==> src/hdl/hfsd_pkg.sv <==
// ----------------------------------------------------------------------------
// hfsd_pkg
// Shared types and constants for the hex floating text to binary64 converter.
// ----------------------------------------------------------------------------
package hfsd_pkg;

  // Kept significand and exponent magnitude widths
  localparam int MANT_W      = 64;
  localparam int EXP_MAG_W   = 24;
  localparam int LEAD_W      = 3;
  localparam int QUEUE_DEPTH = 4;

  // Saturation point of the decimal exponent magnitude
  localparam logic [EXP_MAG_W-1:0] EXP_LIMIT = 24'd16777215;

  // Parser phases
  typedef enum logic [3:0] {
    PH_LEAD,
    PH_SIGNED,
    PH_ZERO,
    PH_MANT,
    PH_EXP,
    PH_EXP_PLUS,
    PH_EXP_MINUS,
    PH_EXP_DIG_PLUS,
    PH_EXP_DIG_MINUS,
    PH_TRAIL,
    PH_OTHER,
    PH_DONE
  } phase_t;

  // Status of one finished text, front to back
  typedef struct packed {
    logic hex_form;
    logic negative;
    logic nonzero;
    logic sticky;
    logic exp_neg;
  } fin_flags_t;

endpackage

==> src/hdl/hfsd_front.sv <==
// ----------------------------------------------------------------------------
// hfsd_front
// Byte parser: one text byte per cycle while the queue has room, emits a finished record at text end.
// ----------------------------------------------------------------------------
module hfsd_front #(
  parameter int MAX_LEN = 4096,
  parameter int KEPT    = 16,
  parameter int LEN_W   = 13,
  parameter int KC_W    = 5
) (
  input  logic                         clk,
  input  logic                         rst_n,
  input  logic                         in_valid,
  output logic                         in_ready,
  input  logic [7:0]                   in_text_byte,
  input  logic                         in_starts_text,
  output logic                         fin_push,
  input  logic                         fin_room,
  output hfsd_pkg::fin_flags_t         fin_flags,
  output logic [hfsd_pkg::MANT_W-1:0]  fin_mant,
  output logic [hfsd_pkg::LEAD_W-1:0]  fin_lead,
  output logic [KC_W-1:0]              fin_kept,
  output logic [LEN_W-1:0]             fin_radix,
  output logic [LEN_W-1:0]             fin_fnz,
  output logic [LEN_W-1:0]             fin_acc,
  output logic [hfsd_pkg::EXP_MAG_W-1:0] fin_exp_mag
);
  import hfsd_pkg::*;

  // Character codes
  localparam logic [7:0] CH_NUL   = 8'h00;
  localparam logic [7:0] CH_TAB   = 8'h09;
  localparam logic [7:0] CH_CR    = 8'h0d;
  localparam logic [7:0] CH_SPACE = 8'h20;
  localparam logic [7:0] CH_PLUS  = 8'h2b;
  localparam logic [7:0] CH_MINUS = 8'h2d;
  localparam logic [7:0] CH_POINT = 8'h2e;
  localparam logic [7:0] CH_0     = 8'h30;
  localparam logic [7:0] CH_9     = 8'h39;
  localparam logic [7:0] CH_LA    = 8'h61;
  localparam logic [7:0] CH_LF    = 8'h66;
  localparam logic [7:0] CH_LP    = 8'h70;
  localparam logic [7:0] CH_LX    = 8'h78;
  localparam logic [7:0] CASE_BIT = 8'h20;

  phase_t                 phase_r, phase_nxt, cur_phase;
  logic                   neg_r, neg_nxt, cur_neg;
  logic [MANT_W-1:0]      mant_r, mant_nxt, cur_mant;
  logic [KC_W-1:0]        kept_r, kept_nxt, cur_kept;
  logic [LEN_W-1:0]       digits_r, digits_nxt, cur_digits;
  logic [LEN_W-1:0]       point_r, point_nxt, cur_point;
  logic [LEN_W-1:0]       fnz_r, fnz_nxt, cur_fnz;
  logic                   dig_r, dig_nxt, cur_dig;
  logic                   pt_r, pt_nxt, cur_pt;
  logic                   nz_r, nz_nxt, cur_nz;
  logic                   sticky_r, sticky_nxt, cur_sticky;
  logic [LEAD_W-1:0]      lead_r, lead_nxt, cur_lead;
  logic [EXP_MAG_W-1:0]   emag_r, emag_nxt, cur_emag;
  logic                   eneg_r, eneg_nxt, cur_eneg;
  logic [LEN_W-1:0]       pos_r, pos_nxt, cur_pos;
  logic [LEN_W-1:0]       acc_r, acc_nxt, cur_acc;

  logic                   accept;
  logic                   end_byte;
  logic [7:0]             lower_c;
  logic                   is_hex;
  logic                   is_dec;
  logic [3:0]             hex_val;
  logic [3:0]             dec_val;
  logic                   exp_minus;
  logic [EXP_MAG_W+3:0]   emag_mul;

  // Bit length of a nonzero hex digit
  function automatic logic [LEAD_W-1:0] digit_len(input logic [3:0] v);
    logic [LEAD_W-1:0] n;
    if (v[3]) n = 3'd4;
    else if (v[2]) n = 3'd3;
    else if (v[1]) n = 3'd2;
    else n = 3'd1;
    return n;
  endfunction

  assign in_ready = fin_room;
  assign accept   = in_valid && in_ready;

  // A start byte sees the cleared parse state
  assign cur_phase  = in_starts_text ? PH_LEAD : phase_r;
  assign cur_neg    = in_starts_text ? 1'b0 : neg_r;
  assign cur_mant   = in_starts_text ? '0 : mant_r;
  assign cur_kept   = in_starts_text ? '0 : kept_r;
  assign cur_digits = in_starts_text ? '0 : digits_r;
  assign cur_point  = in_starts_text ? '0 : point_r;
  assign cur_fnz    = in_starts_text ? '0 : fnz_r;
  assign cur_dig    = in_starts_text ? 1'b0 : dig_r;
  assign cur_pt     = in_starts_text ? 1'b0 : pt_r;
  assign cur_nz     = in_starts_text ? 1'b0 : nz_r;
  assign cur_sticky = in_starts_text ? 1'b0 : sticky_r;
  assign cur_lead   = in_starts_text ? '0 : lead_r;
  assign cur_emag   = in_starts_text ? '0 : emag_r;
  assign cur_eneg   = in_starts_text ? 1'b0 : eneg_r;
  assign cur_pos    = in_starts_text ? '0 : pos_r;
  assign cur_acc    = in_starts_text ? '0 : acc_r;

  // Character classes
  assign lower_c  = in_text_byte | CASE_BIT;
  assign is_dec   = (in_text_byte >= CH_0) && (in_text_byte <= CH_9);
  assign dec_val  = 4'(in_text_byte - CH_0);
  assign is_hex   = is_dec || ((lower_c >= CH_LA) && (lower_c <= CH_LF));
  assign hex_val  = is_dec ? dec_val : 4'(lower_c - CH_LA + 8'd10);
  assign end_byte = (in_text_byte == CH_NUL) || (cur_pos >= LEN_W'(MAX_LEN));

  // Exponent accumulation with saturation
  assign exp_minus = (cur_phase == PH_EXP_MINUS) || (cur_phase == PH_EXP_DIG_MINUS);
  assign emag_mul  = ((EXP_MAG_W+4)'(cur_emag) << 3) + ((EXP_MAG_W+4)'(cur_emag) << 1)
                   + (EXP_MAG_W+4)'(dec_val);

  // Finished record taken from the current parse state
  assign fin_flags.hex_form = !(cur_phase inside {PH_LEAD, PH_SIGNED, PH_ZERO, PH_OTHER});
  assign fin_flags.negative = cur_neg;
  assign fin_flags.nonzero  = cur_nz;
  assign fin_flags.sticky   = cur_sticky;
  assign fin_flags.exp_neg  = cur_eneg;
  assign fin_mant    = cur_mant;
  assign fin_lead    = cur_lead;
  assign fin_kept    = cur_kept;
  assign fin_radix   = cur_pt ? cur_point : cur_digits;
  assign fin_fnz     = cur_fnz;
  assign fin_acc     = cur_acc;
  assign fin_exp_mag = cur_emag;

  // Next state and parse updates
  always_comb begin
    phase_nxt  = phase_r;
    neg_nxt    = neg_r;
    mant_nxt   = mant_r;
    kept_nxt   = kept_r;
    digits_nxt = digits_r;
    point_nxt  = point_r;
    fnz_nxt    = fnz_r;
    dig_nxt    = dig_r;
    pt_nxt     = pt_r;
    nz_nxt     = nz_r;
    sticky_nxt = sticky_r;
    lead_nxt   = lead_r;
    emag_nxt   = emag_r;
    eneg_nxt   = eneg_r;
    pos_nxt    = pos_r;
    acc_nxt    = acc_r;
    fin_push   = 1'b0;
    if (accept) begin
      phase_nxt  = cur_phase;
      neg_nxt    = cur_neg;
      mant_nxt   = cur_mant;
      kept_nxt   = cur_kept;
      digits_nxt = cur_digits;
      point_nxt  = cur_point;
      fnz_nxt    = cur_fnz;
      dig_nxt    = cur_dig;
      pt_nxt     = cur_pt;
      nz_nxt     = cur_nz;
      sticky_nxt = cur_sticky;
      lead_nxt   = cur_lead;
      emag_nxt   = cur_emag;
      eneg_nxt   = cur_eneg;
      pos_nxt    = cur_pos;
      acc_nxt    = cur_acc;
      if (cur_phase != PH_DONE) begin
        if (end_byte) begin
          fin_push  = 1'b1;
          phase_nxt = PH_DONE;
        end else begin
          pos_nxt = cur_pos + 1'b1;
          case (cur_phase)
            PH_LEAD, PH_SIGNED: begin
              if ((cur_phase == PH_LEAD) &&
                  ((in_text_byte == CH_SPACE) ||
                   ((in_text_byte >= CH_TAB) && (in_text_byte <= CH_CR)))) begin
                phase_nxt = PH_LEAD;
              end else if ((cur_phase == PH_LEAD) &&
                           ((in_text_byte == CH_PLUS) || (in_text_byte == CH_MINUS))) begin
                neg_nxt   = (in_text_byte == CH_MINUS);
                phase_nxt = PH_SIGNED;
              end else if (in_text_byte == CH_0) begin
                acc_nxt   = cur_pos + 1'b1;
                phase_nxt = PH_ZERO;
              end else begin
                phase_nxt = PH_OTHER;
              end
            end
            PH_ZERO: begin
              phase_nxt = (lower_c == CH_LX) ? PH_MANT : PH_OTHER;
            end
            PH_MANT: begin
              if (is_hex) begin
                dig_nxt = 1'b1;
                if (!cur_nz && (hex_val != 4'd0)) begin
                  nz_nxt   = 1'b1;
                  fnz_nxt  = cur_digits;
                  lead_nxt = digit_len(hex_val);
                end
                if (cur_nz || (hex_val != 4'd0)) begin
                  if (cur_kept < KC_W'(KEPT)) begin
                    mant_nxt = {cur_mant[MANT_W-5:0], hex_val};
                    kept_nxt = cur_kept + 1'b1;
                  end else if (hex_val != 4'd0) begin
                    sticky_nxt = 1'b1;
                  end
                end
                if (cur_digits < LEN_W'(MAX_LEN)) digits_nxt = cur_digits + 1'b1;
                acc_nxt = cur_pos + 1'b1;
              end else if ((in_text_byte == CH_POINT) && !cur_pt) begin
                pt_nxt    = 1'b1;
                point_nxt = cur_digits;
                if (cur_dig) acc_nxt = cur_pos + 1'b1;
              end else if ((lower_c == CH_LP) && cur_dig) begin
                phase_nxt = PH_EXP;
              end else begin
                phase_nxt = PH_TRAIL;
              end
            end
            PH_EXP, PH_EXP_PLUS, PH_EXP_MINUS, PH_EXP_DIG_PLUS, PH_EXP_DIG_MINUS: begin
              if ((cur_phase == PH_EXP) && (in_text_byte == CH_PLUS)) begin
                phase_nxt = PH_EXP_PLUS;
              end else if ((cur_phase == PH_EXP) && (in_text_byte == CH_MINUS)) begin
                phase_nxt = PH_EXP_MINUS;
              end else if (is_dec) begin
                if (emag_mul > (EXP_MAG_W+4)'(EXP_LIMIT)) emag_nxt = EXP_LIMIT;
                else emag_nxt = emag_mul[EXP_MAG_W-1:0];
                eneg_nxt  = exp_minus;
                acc_nxt   = cur_pos + 1'b1;
                phase_nxt = exp_minus ? PH_EXP_DIG_MINUS : PH_EXP_DIG_PLUS;
              end else begin
                phase_nxt = PH_TRAIL;
              end
            end
            default: begin
              phase_nxt = cur_phase;
            end
          endcase
        end
      end
    end
  end

  // Phase register
  always_ff @(posedge clk) begin
    if (!rst_n) begin
      phase_r <= PH_LEAD;
    end else begin
      phase_r <= phase_nxt;
    end
  end

  // Parse state registers
  always_ff @(posedge clk) begin
    if (!rst_n) begin
      neg_r    <= 1'b0;
      mant_r   <= '0;
      kept_r   <= '0;
      digits_r <= '0;
      point_r  <= '0;
      fnz_r    <= '0;
      dig_r    <= 1'b0;
      pt_r     <= 1'b0;
      nz_r     <= 1'b0;
      sticky_r <= 1'b0;
      lead_r   <= '0;
      emag_r   <= '0;
      eneg_r   <= 1'b0;
      pos_r    <= '0;
      acc_r    <= '0;
    end else begin
      neg_r    <= neg_nxt;
      mant_r   <= mant_nxt;
      kept_r   <= kept_nxt;
      digits_r <= digits_nxt;
      point_r  <= point_nxt;
      fnz_r    <= fnz_nxt;
      dig_r    <= dig_nxt;
      pt_r     <= pt_nxt;
      nz_r     <= nz_nxt;
      sticky_r <= sticky_nxt;
      lead_r   <= lead_nxt;
      emag_r   <= emag_nxt;
      eneg_r   <= eneg_nxt;
      pos_r    <= pos_nxt;
      acc_r    <= acc_nxt;
    end
  end

endmodule

==> src/hdl/hfsd_queue.sv <==
// ----------------------------------------------------------------------------
// hfsd_queue
// Short register queue of finished records between parser and rounder.
// ----------------------------------------------------------------------------
module hfsd_queue #(
  parameter int WIDTH = 128
) (
  input  logic             clk,
  input  logic             rst_n,
  input  logic             wr_valid,
  output logic             wr_ready,
  input  logic [WIDTH-1:0] wr_data,
  output logic             rd_valid,
  input  logic             rd_ready,
  output logic [WIDTH-1:0] rd_data
);
  import hfsd_pkg::*;

  localparam int PTR_W = $clog2(QUEUE_DEPTH);
  localparam int CNT_W = $clog2(QUEUE_DEPTH + 1);

  logic [WIDTH-1:0] slot_r [QUEUE_DEPTH];
  logic [PTR_W-1:0] wr_ptr_r, wr_ptr_nxt;
  logic [PTR_W-1:0] rd_ptr_r, rd_ptr_nxt;
  logic [CNT_W-1:0] count_r, count_nxt;
  logic             push;
  logic             pop;

  assign wr_ready = (count_r != CNT_W'(QUEUE_DEPTH));
  assign rd_valid = (count_r != '0);
  assign rd_data  = slot_r[rd_ptr_r];
  assign push     = wr_valid && wr_ready;
  assign pop      = rd_valid && rd_ready;

  // Advance pointers and occupancy
  always_comb begin
    wr_ptr_nxt = push ? wr_ptr_r + 1'b1 : wr_ptr_r;
    rd_ptr_nxt = pop ? rd_ptr_r + 1'b1 : rd_ptr_r;
    count_nxt  = count_r;
    if (push && !pop) count_nxt = count_r + 1'b1;
    else if (pop && !push) count_nxt = count_r - 1'b1;
  end

  always_ff @(posedge clk) begin
    if (!rst_n) begin
      wr_ptr_r <= '0;
      rd_ptr_r <= '0;
      count_r  <= '0;
    end else begin
      wr_ptr_r <= wr_ptr_nxt;
      rd_ptr_r <= rd_ptr_nxt;
      count_r  <= count_nxt;
    end
  end

  // Store the incoming record
  always_ff @(posedge clk) begin
    if (push) slot_r[wr_ptr_r] <= wr_data;
  end

endmodule

==> src/hdl/hfsd_back.sv <==
// ----------------------------------------------------------------------------
// hfsd_back
// Three-stage rounder: align, shift and pick round bits, round and pack.
// ----------------------------------------------------------------------------
module hfsd_back #(
  parameter int LEN_W = 13,
  parameter int KC_W  = 5
) (
  input  logic                           clk,
  input  logic                           rst_n,
  input  logic                           in_valid,
  output logic                           in_ready,
  input  hfsd_pkg::fin_flags_t           in_flags,
  input  logic [hfsd_pkg::MANT_W-1:0]    in_mant,
  input  logic [hfsd_pkg::LEAD_W-1:0]    in_lead,
  input  logic [KC_W-1:0]                in_kept,
  input  logic [LEN_W-1:0]               in_radix,
  input  logic [LEN_W-1:0]               in_fnz,
  input  logic [LEN_W-1:0]               in_acc,
  input  logic [hfsd_pkg::EXP_MAG_W-1:0] in_exp_mag,
  output logic                           out_valid,
  input  logic                           out_ready,
  output logic [63:0]                    out_value_bits,
  output logic [LEN_W-1:0]               out_consumed_length,
  output logic                           out_range_error,
  output logic                           out_hex_form
);
  import hfsd_pkg::*;

  localparam int E_W   = (((LEN_W + 3) > (EXP_MAG_W + 2)) ? (LEN_W + 3) : (EXP_MAG_W + 2)) + 2;
  localparam int SIG_W = 53;
  localparam int FRC_W = 52;
  localparam int EXP_W = 11;

  localparam logic signed [E_W-1:0] TOP_MAX      = E_W'(1023);
  localparam logic signed [E_W-1:0] TOP_MIN      = E_W'(-1075);
  localparam logic signed [E_W-1:0] TOP_NORM_MIN = E_W'(-1022);
  localparam logic        [E_W-1:0] SUB_BASE     = E_W'(-1011);
  localparam logic        [E_W-1:0] FIELD_BIAS   = E_W'(1022);
  localparam logic        [6:0]     NORM_SHIFT   = 7'd11;
  localparam logic [EXP_W-1:0]      EXP_ALL      = 11'h7ff;

  // Stage A: exponent of the leading bit and left-aligned significand
  logic                  va_r;
  fin_flags_t            fa_r;
  logic [LEN_W-1:0]      acca_r;
  logic signed [E_W-1:0] topa_r;
  logic [MANT_W-1:0]     norma_r;
  logic [E_W-1:0]        exp_ext;
  logic [E_W-1:0]        exp_s;
  logic [E_W-1:0]        topa_nxt;
  logic [7:0]            lsh;
  logic                  a_ready;

  // Stage B: classified, shifted significand and round bits
  logic                  vb_r;
  fin_flags_t            fb_r;
  logic [LEN_W-1:0]      accb_r;
  logic                  overb_r;
  logic                  underb_r;
  logic                  normb_r;
  logic [EXP_W-1:0]      fieldb_r;
  logic [SIG_W-1:0]      sigb_r;
  logic                  guardb_r;
  logic                  lowerb_r;
  logic                  over_nxt;
  logic                  under_nxt;
  logic                  norm_nxt;
  logic [E_W-1:0]        sub_amt;
  logic [6:0]            rsh;
  logic [MANT_W-1:0]     shifted;
  logic [5:0]            gidx;
  logic                  b_ready;

  // Stage C: packed result
  logic                  vc_r;
  logic [63:0]           value_r, value_nxt;
  logic [LEN_W-1:0]      len_r, len_nxt;
  logic                  rng_r, rng_nxt;
  logic                  hex_r;
  logic                  inc;
  logic [62:0]           mag;
  logic                  c_ready;

  // Stall chain from the output register back to the queue
  assign c_ready  = !vc_r || out_ready;
  assign b_ready  = !vb_r || c_ready;
  assign a_ready  = !va_r || b_ready;
  assign in_ready = a_ready;

  // top = exponent + 4 * (radix - first nonzero) + leading digit length - 5
  assign exp_ext  = E_W'(in_exp_mag);
  assign exp_s    = in_flags.exp_neg ? (~exp_ext + 1'b1) : exp_ext;
  assign topa_nxt = exp_s + ((E_W'(in_radix) - E_W'(in_fnz)) << 2) + E_W'(in_lead) - E_W'(5);
  assign lsh      = 8'd68 - 8'({in_kept, 2'b00}) - 8'(in_lead);

  always_ff @(posedge clk) begin
    if (!rst_n) begin
      va_r <= 1'b0;
    end else if (a_ready) begin
      va_r <= in_valid;
    end
  end

  always_ff @(posedge clk) begin
    if (a_ready && in_valid) begin
      fa_r    <= in_flags;
      acca_r  <= in_acc;
      topa_r  <= topa_nxt;
      norma_r <= in_mant << lsh;
    end
  end

  // Pick the shift that leaves 53 bits for normals, fewer for subnormals
  assign over_nxt  = topa_r > TOP_MAX;
  assign under_nxt = topa_r < TOP_MIN;
  assign norm_nxt  = topa_r >= TOP_NORM_MIN;
  assign sub_amt   = SUB_BASE - topa_r;
  assign rsh       = norm_nxt ? NORM_SHIFT : sub_amt[6:0];
  assign shifted   = norma_r >> rsh;
  assign gidx      = 6'(rsh - 7'd1);

  always_ff @(posedge clk) begin
    if (!rst_n) begin
      vb_r <= 1'b0;
    end else if (b_ready) begin
      vb_r <= va_r;
    end
  end

  always_ff @(posedge clk) begin
    if (b_ready && va_r) begin
      fb_r     <= fa_r;
      accb_r   <= acca_r;
      overb_r  <= over_nxt;
      underb_r <= under_nxt;
      normb_r  <= norm_nxt;
      fieldb_r <= norm_nxt ? EXP_W'(topa_r + FIELD_BIAS) : '0;
      sigb_r   <= shifted[SIG_W-1:0];
      guardb_r <= norma_r[gidx];
      lowerb_r <= (norma_r << (7'd65 - rsh)) != '0;
    end
  end

  // Round half to even; the hidden bit and any carry step the exponent field
  assign inc = guardb_r && (lowerb_r || fb_r.sticky || sigb_r[0]);
  assign mag = {fieldb_r, {FRC_W{1'b0}}} + 63'(sigb_r) + 63'(inc);

  always_comb begin
    value_nxt = {fb_r.negative, 63'd0};
    rng_nxt   = 1'b0;
    len_nxt   = fb_r.hex_form ? accb_r : '0;
    if (!fb_r.hex_form) begin
      value_nxt = '0;
    end else if (fb_r.nonzero) begin
      if (overb_r) begin
        value_nxt = {fb_r.negative, EXP_ALL, {FRC_W{1'b0}}};
        rng_nxt   = 1'b1;
      end else if (underb_r) begin
        rng_nxt = 1'b1;
      end else if (normb_r) begin
        value_nxt = {fb_r.negative, mag};
        rng_nxt   = (mag[62:FRC_W] == EXP_ALL);
      end else begin
        value_nxt = {fb_r.negative, mag};
        rng_nxt   = fb_r.sticky || guardb_r || lowerb_r || (mag == '0);
      end
    end
  end

  always_ff @(posedge clk) begin
    if (!rst_n) begin
      vc_r <= 1'b0;
    end else if (c_ready) begin
      vc_r <= vb_r;
    end
  end

  always_ff @(posedge clk) begin
    if (c_ready && vb_r) begin
      value_r <= value_nxt;
      len_r   <= len_nxt;
      rng_r   <= rng_nxt;
      hex_r   <= fb_r.hex_form;
    end
  end

  assign out_valid           = vc_r;
  assign out_value_bits      = value_r;
  assign out_consumed_length = len_r;
  assign out_range_error     = rng_r;
  assign out_hex_form        = hex_r;

endmodule

==> src/hdl/hex_float_string_to_double.sv <==
// ----------------------------------------------------------------------------
// hex_float_string_to_double
// Hex floating text, one byte per transfer, to an IEEE binary64 result.
// ----------------------------------------------------------------------------
//   channel  ports                                    direction
//   in       in_valid/in_ready, in_text_byte,         into block
//            in_starts_text
//   out      out_valid/out_ready, out_value_bits,     out of block
//            out_consumed_length, out_range_error, out_hex_form
//
// One text byte is taken every cycle; the parser updates its state per byte.
// The ending byte pushes a record into a four-entry queue; the rounder then
// runs it through align, shift and round stages and offers the result.
// Input stalls only while the queue is full; the rounder stalls on out_ready.
// Synchronous active-low reset; no clearing pass, input ready after reset.
// ----------------------------------------------------------------------------
module hex_float_string_to_double #(
  parameter int MAX_TEXT_LENGTH = 4096,
  parameter int KEPT_HEX_DIGITS = 16
) (
  input  logic                                   clk,
  input  logic                                   rst_n,
  input  logic                                   in_valid,
  output logic                                   in_ready,
  input  logic [7:0]                             in_text_byte,
  input  logic                                   in_starts_text,
  output logic                                   out_valid,
  input  logic                                   out_ready,
  output logic [63:0]                            out_value_bits,
  output logic [$clog2(MAX_TEXT_LENGTH+1)-1:0]   out_consumed_length,
  output logic                                   out_range_error,
  output logic                                   out_hex_form
);
  import hfsd_pkg::*;

  localparam int LEN_W = $clog2(MAX_TEXT_LENGTH + 1);
  localparam int KC_W  = $clog2(KEPT_HEX_DIGITS + 1);
  localparam int REC_W = $bits(fin_flags_t) + MANT_W + LEAD_W + KC_W + 3 * LEN_W + EXP_MAG_W;

  logic                 f_push;
  logic                 f_room;
  fin_flags_t           f_flags;
  logic [MANT_W-1:0]    f_mant;
  logic [LEAD_W-1:0]    f_lead;
  logic [KC_W-1:0]      f_kept;
  logic [LEN_W-1:0]     f_radix;
  logic [LEN_W-1:0]     f_fnz;
  logic [LEN_W-1:0]     f_acc;
  logic [EXP_MAG_W-1:0] f_exp_mag;

  logic [REC_W-1:0]     q_wr_data;
  logic [REC_W-1:0]     q_rd_data;
  logic                 q_rd_valid;
  logic                 q_rd_ready;

  fin_flags_t           b_flags;
  logic [MANT_W-1:0]    b_mant;
  logic [LEAD_W-1:0]    b_lead;
  logic [KC_W-1:0]      b_kept;
  logic [LEN_W-1:0]     b_radix;
  logic [LEN_W-1:0]     b_fnz;
  logic [LEN_W-1:0]     b_acc;
  logic [EXP_MAG_W-1:0] b_exp_mag;

  // Parser
  hfsd_front #(
    .MAX_LEN (MAX_TEXT_LENGTH),
    .KEPT    (KEPT_HEX_DIGITS),
    .LEN_W   (LEN_W),
    .KC_W    (KC_W)
  ) u_front (
    .clk            (clk),
    .rst_n          (rst_n),
    .in_valid       (in_valid),
    .in_ready       (in_ready),
    .in_text_byte   (in_text_byte),
    .in_starts_text (in_starts_text),
    .fin_push       (f_push),
    .fin_room       (f_room),
    .fin_flags      (f_flags),
    .fin_mant       (f_mant),
    .fin_lead       (f_lead),
    .fin_kept       (f_kept),
    .fin_radix      (f_radix),
    .fin_fnz        (f_fnz),
    .fin_acc        (f_acc),
    .fin_exp_mag    (f_exp_mag)
  );

  // Pack and unpack the finished record around the queue
  assign q_wr_data = {f_flags, f_mant, f_lead, f_kept, f_radix, f_fnz, f_acc, f_exp_mag};
  assign {b_flags, b_mant, b_lead, b_kept, b_radix, b_fnz, b_acc, b_exp_mag} = q_rd_data;

  hfsd_queue #(
    .WIDTH (REC_W)
  ) u_queue (
    .clk      (clk),
    .rst_n    (rst_n),
    .wr_valid (f_push),
    .wr_ready (f_room),
    .wr_data  (q_wr_data),
    .rd_valid (q_rd_valid),
    .rd_ready (q_rd_ready),
    .rd_data  (q_rd_data)
  );

  // Rounder
  hfsd_back #(
    .LEN_W (LEN_W),
    .KC_W  (KC_W)
  ) u_back (
    .clk                 (clk),
    .rst_n               (rst_n),
    .in_valid            (q_rd_valid),
    .in_ready            (q_rd_ready),
    .in_flags            (b_flags),
    .in_mant             (b_mant),
    .in_lead             (b_lead),
    .in_kept             (b_kept),
    .in_radix            (b_radix),
    .in_fnz              (b_fnz),
    .in_acc              (b_acc),
    .in_exp_mag          (b_exp_mag),
    .out_valid           (out_valid),
    .out_ready           (out_ready),
    .out_value_bits      (out_value_bits),
    .out_consumed_length (out_consumed_length),
    .out_range_error     (out_range_error),
    .out_hex_form        (out_hex_form)
  );

endmodule

==> config.mk <==
export PLATFORM = sky130hd
export DESIGN_NAME = hex_float_string_to_double
export DESIGN_NICKNAME = d
export VERILOG_FILES = /design/src/hdl/hfsd_pkg.sv /design/src/hdl/hfsd_front.sv /design/src/hdl/hfsd_queue.sv /design/src/hdl/hfsd_back.sv /design/src/hdl/hex_float_string_to_double.sv
export SDC_FILE = /design/constraint.sdc
export NUM_CORES = 2
export LEC_CHECK = 0
export ABC_AREA = 1
export ABC_CLOCK_PERIOD_IN_PS = 10700
export BUFFER_PORTS_ARGS = -buffer_cell sky130_fd_sc_hd__buf_2
export CORE_ASPECT_RATIO = 0.9
export CORE_MARGIN = 2
export CORE_UTILIZATION = 28
export CTS_CLUSTER_DIAMETER = 100
export DETAILED_ROUTE_END_ITERATION = 10
export PLACE_DENSITY = 0.52
export RECOVER_POWER = 50
export SLEW_MARGIN = 20
export SYNTH_ARGS = -nofsm -noshare
export SYNTH_HDL_FRONTEND = slang
export SYNTH_HIERARCHICAL = 1
export SYNTH_SLANG_ARGS = --single-unit
==> constraint.sdc <==
create_clock -name clk -period 10.7 [get_ports clk]
set_input_delay 1.605 -clock clk [delete_from_list [all_inputs] [get_ports clk]]
set_output_delay 1.605 -clock clk [all_outputs]
set_load 0.05 [all_outputs]
---- Word-level counts from Yosys, hierarchy flattened ----
Memories as Yosys holds them, arrays and structs flattened. A register that Yosys moved wholly into a read port is not among the register bits.
Index checks and enable logic that the tools add are counted.
storage, ports and cells
  bits in registers ....................... 455
  bits in writable memories ............... 560
  output and inout port bits .............. 81
  word-level logic and storage cells ...... 302
  memories ................................ 1
memory list
  memory          depth  width  rd ports  clocked after memory_dff  wr ports  line              RTL
  u_queue.slot_r  4      140    1         1                         1         hfsd_queue.sv:22  logic [WIDTH-1:0] slot_r [QUEUE_DEPTH];
cells by class
  add/subtract/negate cells ............... 25
  $lt $le $gt $ge ......................... 14
  eq/ne operators ......................... 19
  shift operators ......................... 3
  multiplexer cells ....................... 138
  bitwise logic cells ..................... 3
  reduce and logical (&&, ||, !) cells .... 52
operator list
  kind                     number
  $mux W64                 7
  $mux W13                 34
  $mux W24                 8
  $mux W63                 2
  $reduce_bool A64 Y1      1
  $shl A64 B7 Y64          1
  $shl A64 B8 Y64          1
  $shr A64 B7 Y53          1
  $add A63 B1 Y63          1
  $add A63 B53 Y63         1
  $logic_not A63 Y1        1
  $mux W4                  15
  $mux W1                  47
  $eq A8 B6 Y1 const B     5
  $pmux W13 S3             1
  $mux W5                  7
  $mux W3                  10
  $add A27 B25 Y28         1
  $add A28 B1 Y28 const B  1
  $add A28 B28 Y28         1
  $add A28 B3 Y28          1
  $add A28 B4 Y28          1
  $ge A28 B11 Y1 const B   1
  $gt A28 B11 Y1 const B   1
  other kinds (54)         104

---- Depth between registers and ports, before layout ----
  depth in word-level cells ............... 11
  depth in mapped cells ................... 36

---- Modules after synthesis ----
The synthesis kept the hierarchy.
modules (own cells, without submodules)
  module      instances  cells an instance  area an instance (um2)  sequential area each (um2)
  hfsd_back   1          4,004              26,246.4                8,287.9
  hfsd_queue  1          1,421              21,209.1                16,996.3
  hfsd_front  1          2,224              12,978.7                3,423.3

---- Least setup slack after synthesis ----
No wires, ideal clock.
  kind .................................... in2reg
  from .................................... input port in_text_byte[0]
  to ...................................... memory u_queue/slot_r[0][0] (netlist bit) (enable)
  library setup time ...................... 642 ps
  arrival ................................. 8,582 ps
  slack ................................... 1,477 ps
  cell stages on the path ................. 10
  buffers on the path ..................... 0
  cells stage by stage .................... inv_1 ha_1 nand2_1 inv_2 nand2_1 nand2_2 inv_1 nor3_1 nand2_1 nor2_1
between the ends
  longest elaborated chain between the ends .. 8
ends and longest elaborated chain
  element                        line                              RTL
  from (decl)                    hex_float_string_to_double.sv:25  input logic [7:0] in_text_byte,
  $logic_not A8 Y1               hfsd_front.sv:110                 assign end_byte = (in_text_byte == CH_NUL) || (cur_pos >= LEN_W'(MAX_LEN));
  $logic_or A1 B1 Y1             hfsd_front.sv:110
  $mux W1                        hfsd_front.sv:168                 if (end_byte) begin
  $mux W1                        hfsd_front.sv:167                 if (cur_phase != PH_DONE) begin
  $mux W1                        hfsd_front.sv:150                 if (accept) begin
  named net f_push               hex_float_string_to_double.sv:40  logic f_push;
  $logic_and A1 B1 Y1            hfsd_queue.sv:32                  assign push = wr_valid && wr_ready;
  $mux W1                        hfsd_queue.sv:58                  if (push) slot_r[wr_ptr_r] <= wr_data;
  $mux W1 (implied by the code)  hfsd_queue.sv:58
  to (decl)                      hfsd_queue.sv:22
The timed path passes the listed nets, and every way through them passes these cells.

---- Worst setup path in the final report ----
  from .................................... input port in_starts_text
  to ...................................... register u_front.mant_r[24]
between the ends
  longest elaborated chain between the ends .. 8
  elaborated cells between the ends (all ways) .. 17
ends and longest elaborated chain
  element               line                              RTL
  from (decl)           hex_float_string_to_double.sv:26  input logic in_starts_text,
  $mux W5               hfsd_front.sv:90                  assign cur_kept = in_starts_text ? '0 : kept_r;
  $lt A5 B5 Y1          hfsd_front.sv:202                 if (cur_kept < KC_W'(KEPT)) begin
  $mux W64              hfsd_front.sv:202
  $mux W64              hfsd_front.sv:201                 if (cur_nz || (hex_val != 4'd0)) begin
  $mux W64              hfsd_front.sv:194                 if (is_hex) begin
  $mux W64              hfsd_front.sv:173                 case (cur_phase)
  $mux W64              hfsd_front.sv:168
  $mux W64 *            hfsd_front.sv:167
  to (signal assigned)  hfsd_front.sv:274                 mant_r <= mant_nxt;
  to (decl)             hfsd_front.sv:48                  logic [MANT_W-1:0] mant_r, mant_nxt, cur_mant;
Mark *: on every way between the ends. The rest lies on a longest branch, timed or not.
A chain may end at the register's enable or synchronous reset.

==> impl_metrics.toml <==
[status]
outcome = "finished with violations"
violations = "max-capacitance violations, max-slew violations"

[final_layout]
final-seq-area_sq_um = 28700
nFillCells = 22700
finalNetCount = 7649
multi_input_area_sq_um = 26900
area_growth_pct = 10.2
drive_above_1_share_pct = 4.36

[grt]
grt_pass1_wl_mm = 293
grt_max_degree = 159
grt_use_total_pct = 16.9
antenna_found_initial = 4
grt_pass1_vias = 47800
grt-ovfl-total = 0

[timing]
rsz0062_at_grt = "no"
hold_viol = 0
finClkSkew_ns = 0.0813
final.min_clock_period_ns = 8.41
setup_tns_ns = 0
fin_crit_sh_pct = 78.6
setup_violations = 0
maxSlewHeadroom_pct = -169
fmax_mhz = 119
worst_pin_slew_ns = 4.04
drv_slew = 593

[worst_setup_path]
r2r_slack_ns = 2.94
worstPathMaxFanout = 44
critPathLaunchType = "input pin"
cp-endpoint = "u_front/mant_r[24]"
reg2reg_depth = 17
crit_type = "in -> reg"
cpMostUsedCell = "clkbuf_1"
required_ns = 11.32
cp-end-kind = "flip-flop"
crit_path_max_incr_delay_ns = 1.96
crit_chain = "clkbuf_1 -> clkinv_1 -> clkbuf_1 -> clkbuf_1 -> nand2_1 -> nand4_4 -> nand2_2 -> inv_2 -> nand3_1 -> nand3_1 -> a21oi_1"
reg2reg_to = "u_back/norma_r[58]"
slowest_stage = "clkbuf_1"
critPathLaunch = "in_starts_text"
critPathArrivalTime_ns = 9.03

[synthesis]
yosysUniqueCellTypes = 66
synth_top_area_share_pct = 41.4
yosysMostFrequentCell = "nand2_1"
synth_ff_type = "edfxtp_1"
ys_ff_latch = 1017
synthesis.instances = 7649
yosysTopAreaCell = "edfxtp_1"
syn_area_sq_um = 60400
syn_nets = 7807
yosysWarnings = 6
synthArstFlopShare_pct = 0
synth.area.top_cells = "edfxtp_1 (41%), nand2_1 (11%), dfxtp_1 (6.1%)"
synth_commonest_cells = "nand2_1 (1782), edfxtp_1 (834), nor2_1 (824), inv_1 (760), nand3_1 (725)"
synth-edff-count = 834
syn_area_per_cell_sq_um = 7.90
ys_seq_area_share_pct = 47.5

[floorplan]
rows = 161
die_h_microns = 445
die_x_microns = 494
start_util_pct = 28.2
core_sq_um = 214000
dieArea_sq_um = 220000
ios = 94

[routing]
route.detailed.drc = 0
ant_nets = 0
vias = 52200
routed_wl_mm = 192
wl_per_cell_microns = 18.4
drt-initial-drc-count = 5401
routed_via_density = 5.00
first_pass_iters = 6

[clock_network]
cts_resized = 0
postCtsSetupBuffers = 0
cts_root_buf = "clkbuf_16"
postCtsHoldBufs = 0
cts_tree = "built"
cts_buffer_depth = 3
clock_latency_ns = 0.76
clk_pin_slew_worst_paths_ns = 0.06
cts_buffers = 110
clock-sinks = 1017
cts_max_level = 3

[placement]
hpwlAfterDp_mm = 135
place.gp.congestion = 0.913
portBuffers = 93

[run]
maxCapViolations = 11

[min_path]
min_path_type = "reg -> reg"
critical path: cells and delay by family:
| family | cells | cell delay (ns) |
|---|---|---|
| AOI/OAI and AO/OA | 1 | 0.07 |
| buffers and inverters | 5 | 5.45 |
| and+or+nand+nor | 5 | 1.80 |
layout by cell type (no fill, tap or decap), types with 48 or more instances in the layout:
master     count
nand2_1     1781
o21ai_1       80
o22ai_1      159
clkbuf_16    110
nor3_1        76
xor2_1       110
buf_4         54
dfxtp_1      181
nand3_1      724
clkbuf_1     122
o211ai_1      48
inv_1        759
nor2_1       819
a21oi_1      336
ha_1         138
edfxtp_1     834
o21ai_0      724
nand4_1      130
flip-flops by register name, summed over array words and instances (netlist names), 4 cells and up, named ones only:
register and flops:
u_front/kept_r 5, u_back/fa_r 4, u_front/acc_r 13, u_back/norma_r 64, u_front/digits_r 13, u_front/mant_r 64
u_back/fieldb_r 11, u_back/sigb_r 53, u_queue/slot_r 560, u_back/out_value_bits 64, u_back/out_consumed_length 13, u_front/phase_r 4
u_back/acca_r 13, u_back/accb_r 13, u_back/topa_r 28, u_front/fnz_r 13, u_front/point_r 13, u_back/fb_r 4
u_front/pos_r 13, u_front/emag_r 24
cells by family (layout without fill, tap and decap cells):
logic type / after synthesis / in the layout / share of synthesized area [%]
buf+inv: 1220 / 1156 / 8.25
flops: 1017 / 1017 / 47.5
compound gates: 1435 / 1435 / 12.8
mux: 34 / 34 / 0.563
xor+xnor: 160 / 160 / 2.41
simple gates: 3638 / 3638 / 25.5
fa+ha+maj: 145 / 145 / 3.06
other cells: 0 / 3 / 0
how the worst min path moves through the flow:
stage	startpoint	end	depth (start not counted)
final	u_back/acca_r[5]	u_back/accb_r[5]	0
after global routing	u_back/acca_r[5]	u_back/accb_r[5]	0
after CTS	u_back/acca_r[5]	u_back/accb_r[5]	0
after detailed placement	u_back/acca_r[0]	u_back/accb_r[0]	0
after global placement	u_back/acca_r[2]	u_back/accb_r[2]	0
after floorplan	u_back/acca_r[0]	u_back/accb_r[0]	0
final cells by class:
type / count / share of cell area [%]
Sequential cell: 1017 / 43.1
Antenna cell: 3 / 0.0113
Clock buffer: 140 / 4.32
Inverter: 786 / 4.45
Clock inverter: 66 / 1.03
Timing Repair Buffer: 164 / 1.37
Multi-Input combinational cell: 5412 / 40.4
Tap cell: 2852 / 5.36
through the flow:
step	cell area (sq um)	hold slack [ns]	std cells	util (%)	setup WS [ns]
after floorplan	60400	0.400	7649	-	1.48
after global placement	63200	0.402	10200	29.5	3.56
after detailed placement	63200	0.405	10200	29.5	3.63
after CTS	66800	0.395	10400	31.2	3.65
after global routing	66600	0.418	10400	31.1	1.69
final	66600	0.405	10400	31.1	2.29
layer usage:
layer | share of wire, % | vias up | global-route usage, %
li1 | - | 25600 | -
met1 | 49 | 24800 | 25.6
met2 | 43 | 1661 | 25.3
met3 | 6.1 | 226 | 2.03
met4 | 2.1 | 0 | 4.00
met5 | 0 | - | 0
Power is not shown: default switching activity piles up to over one toggle a cycle in this logic, so the estimate is an artifact.
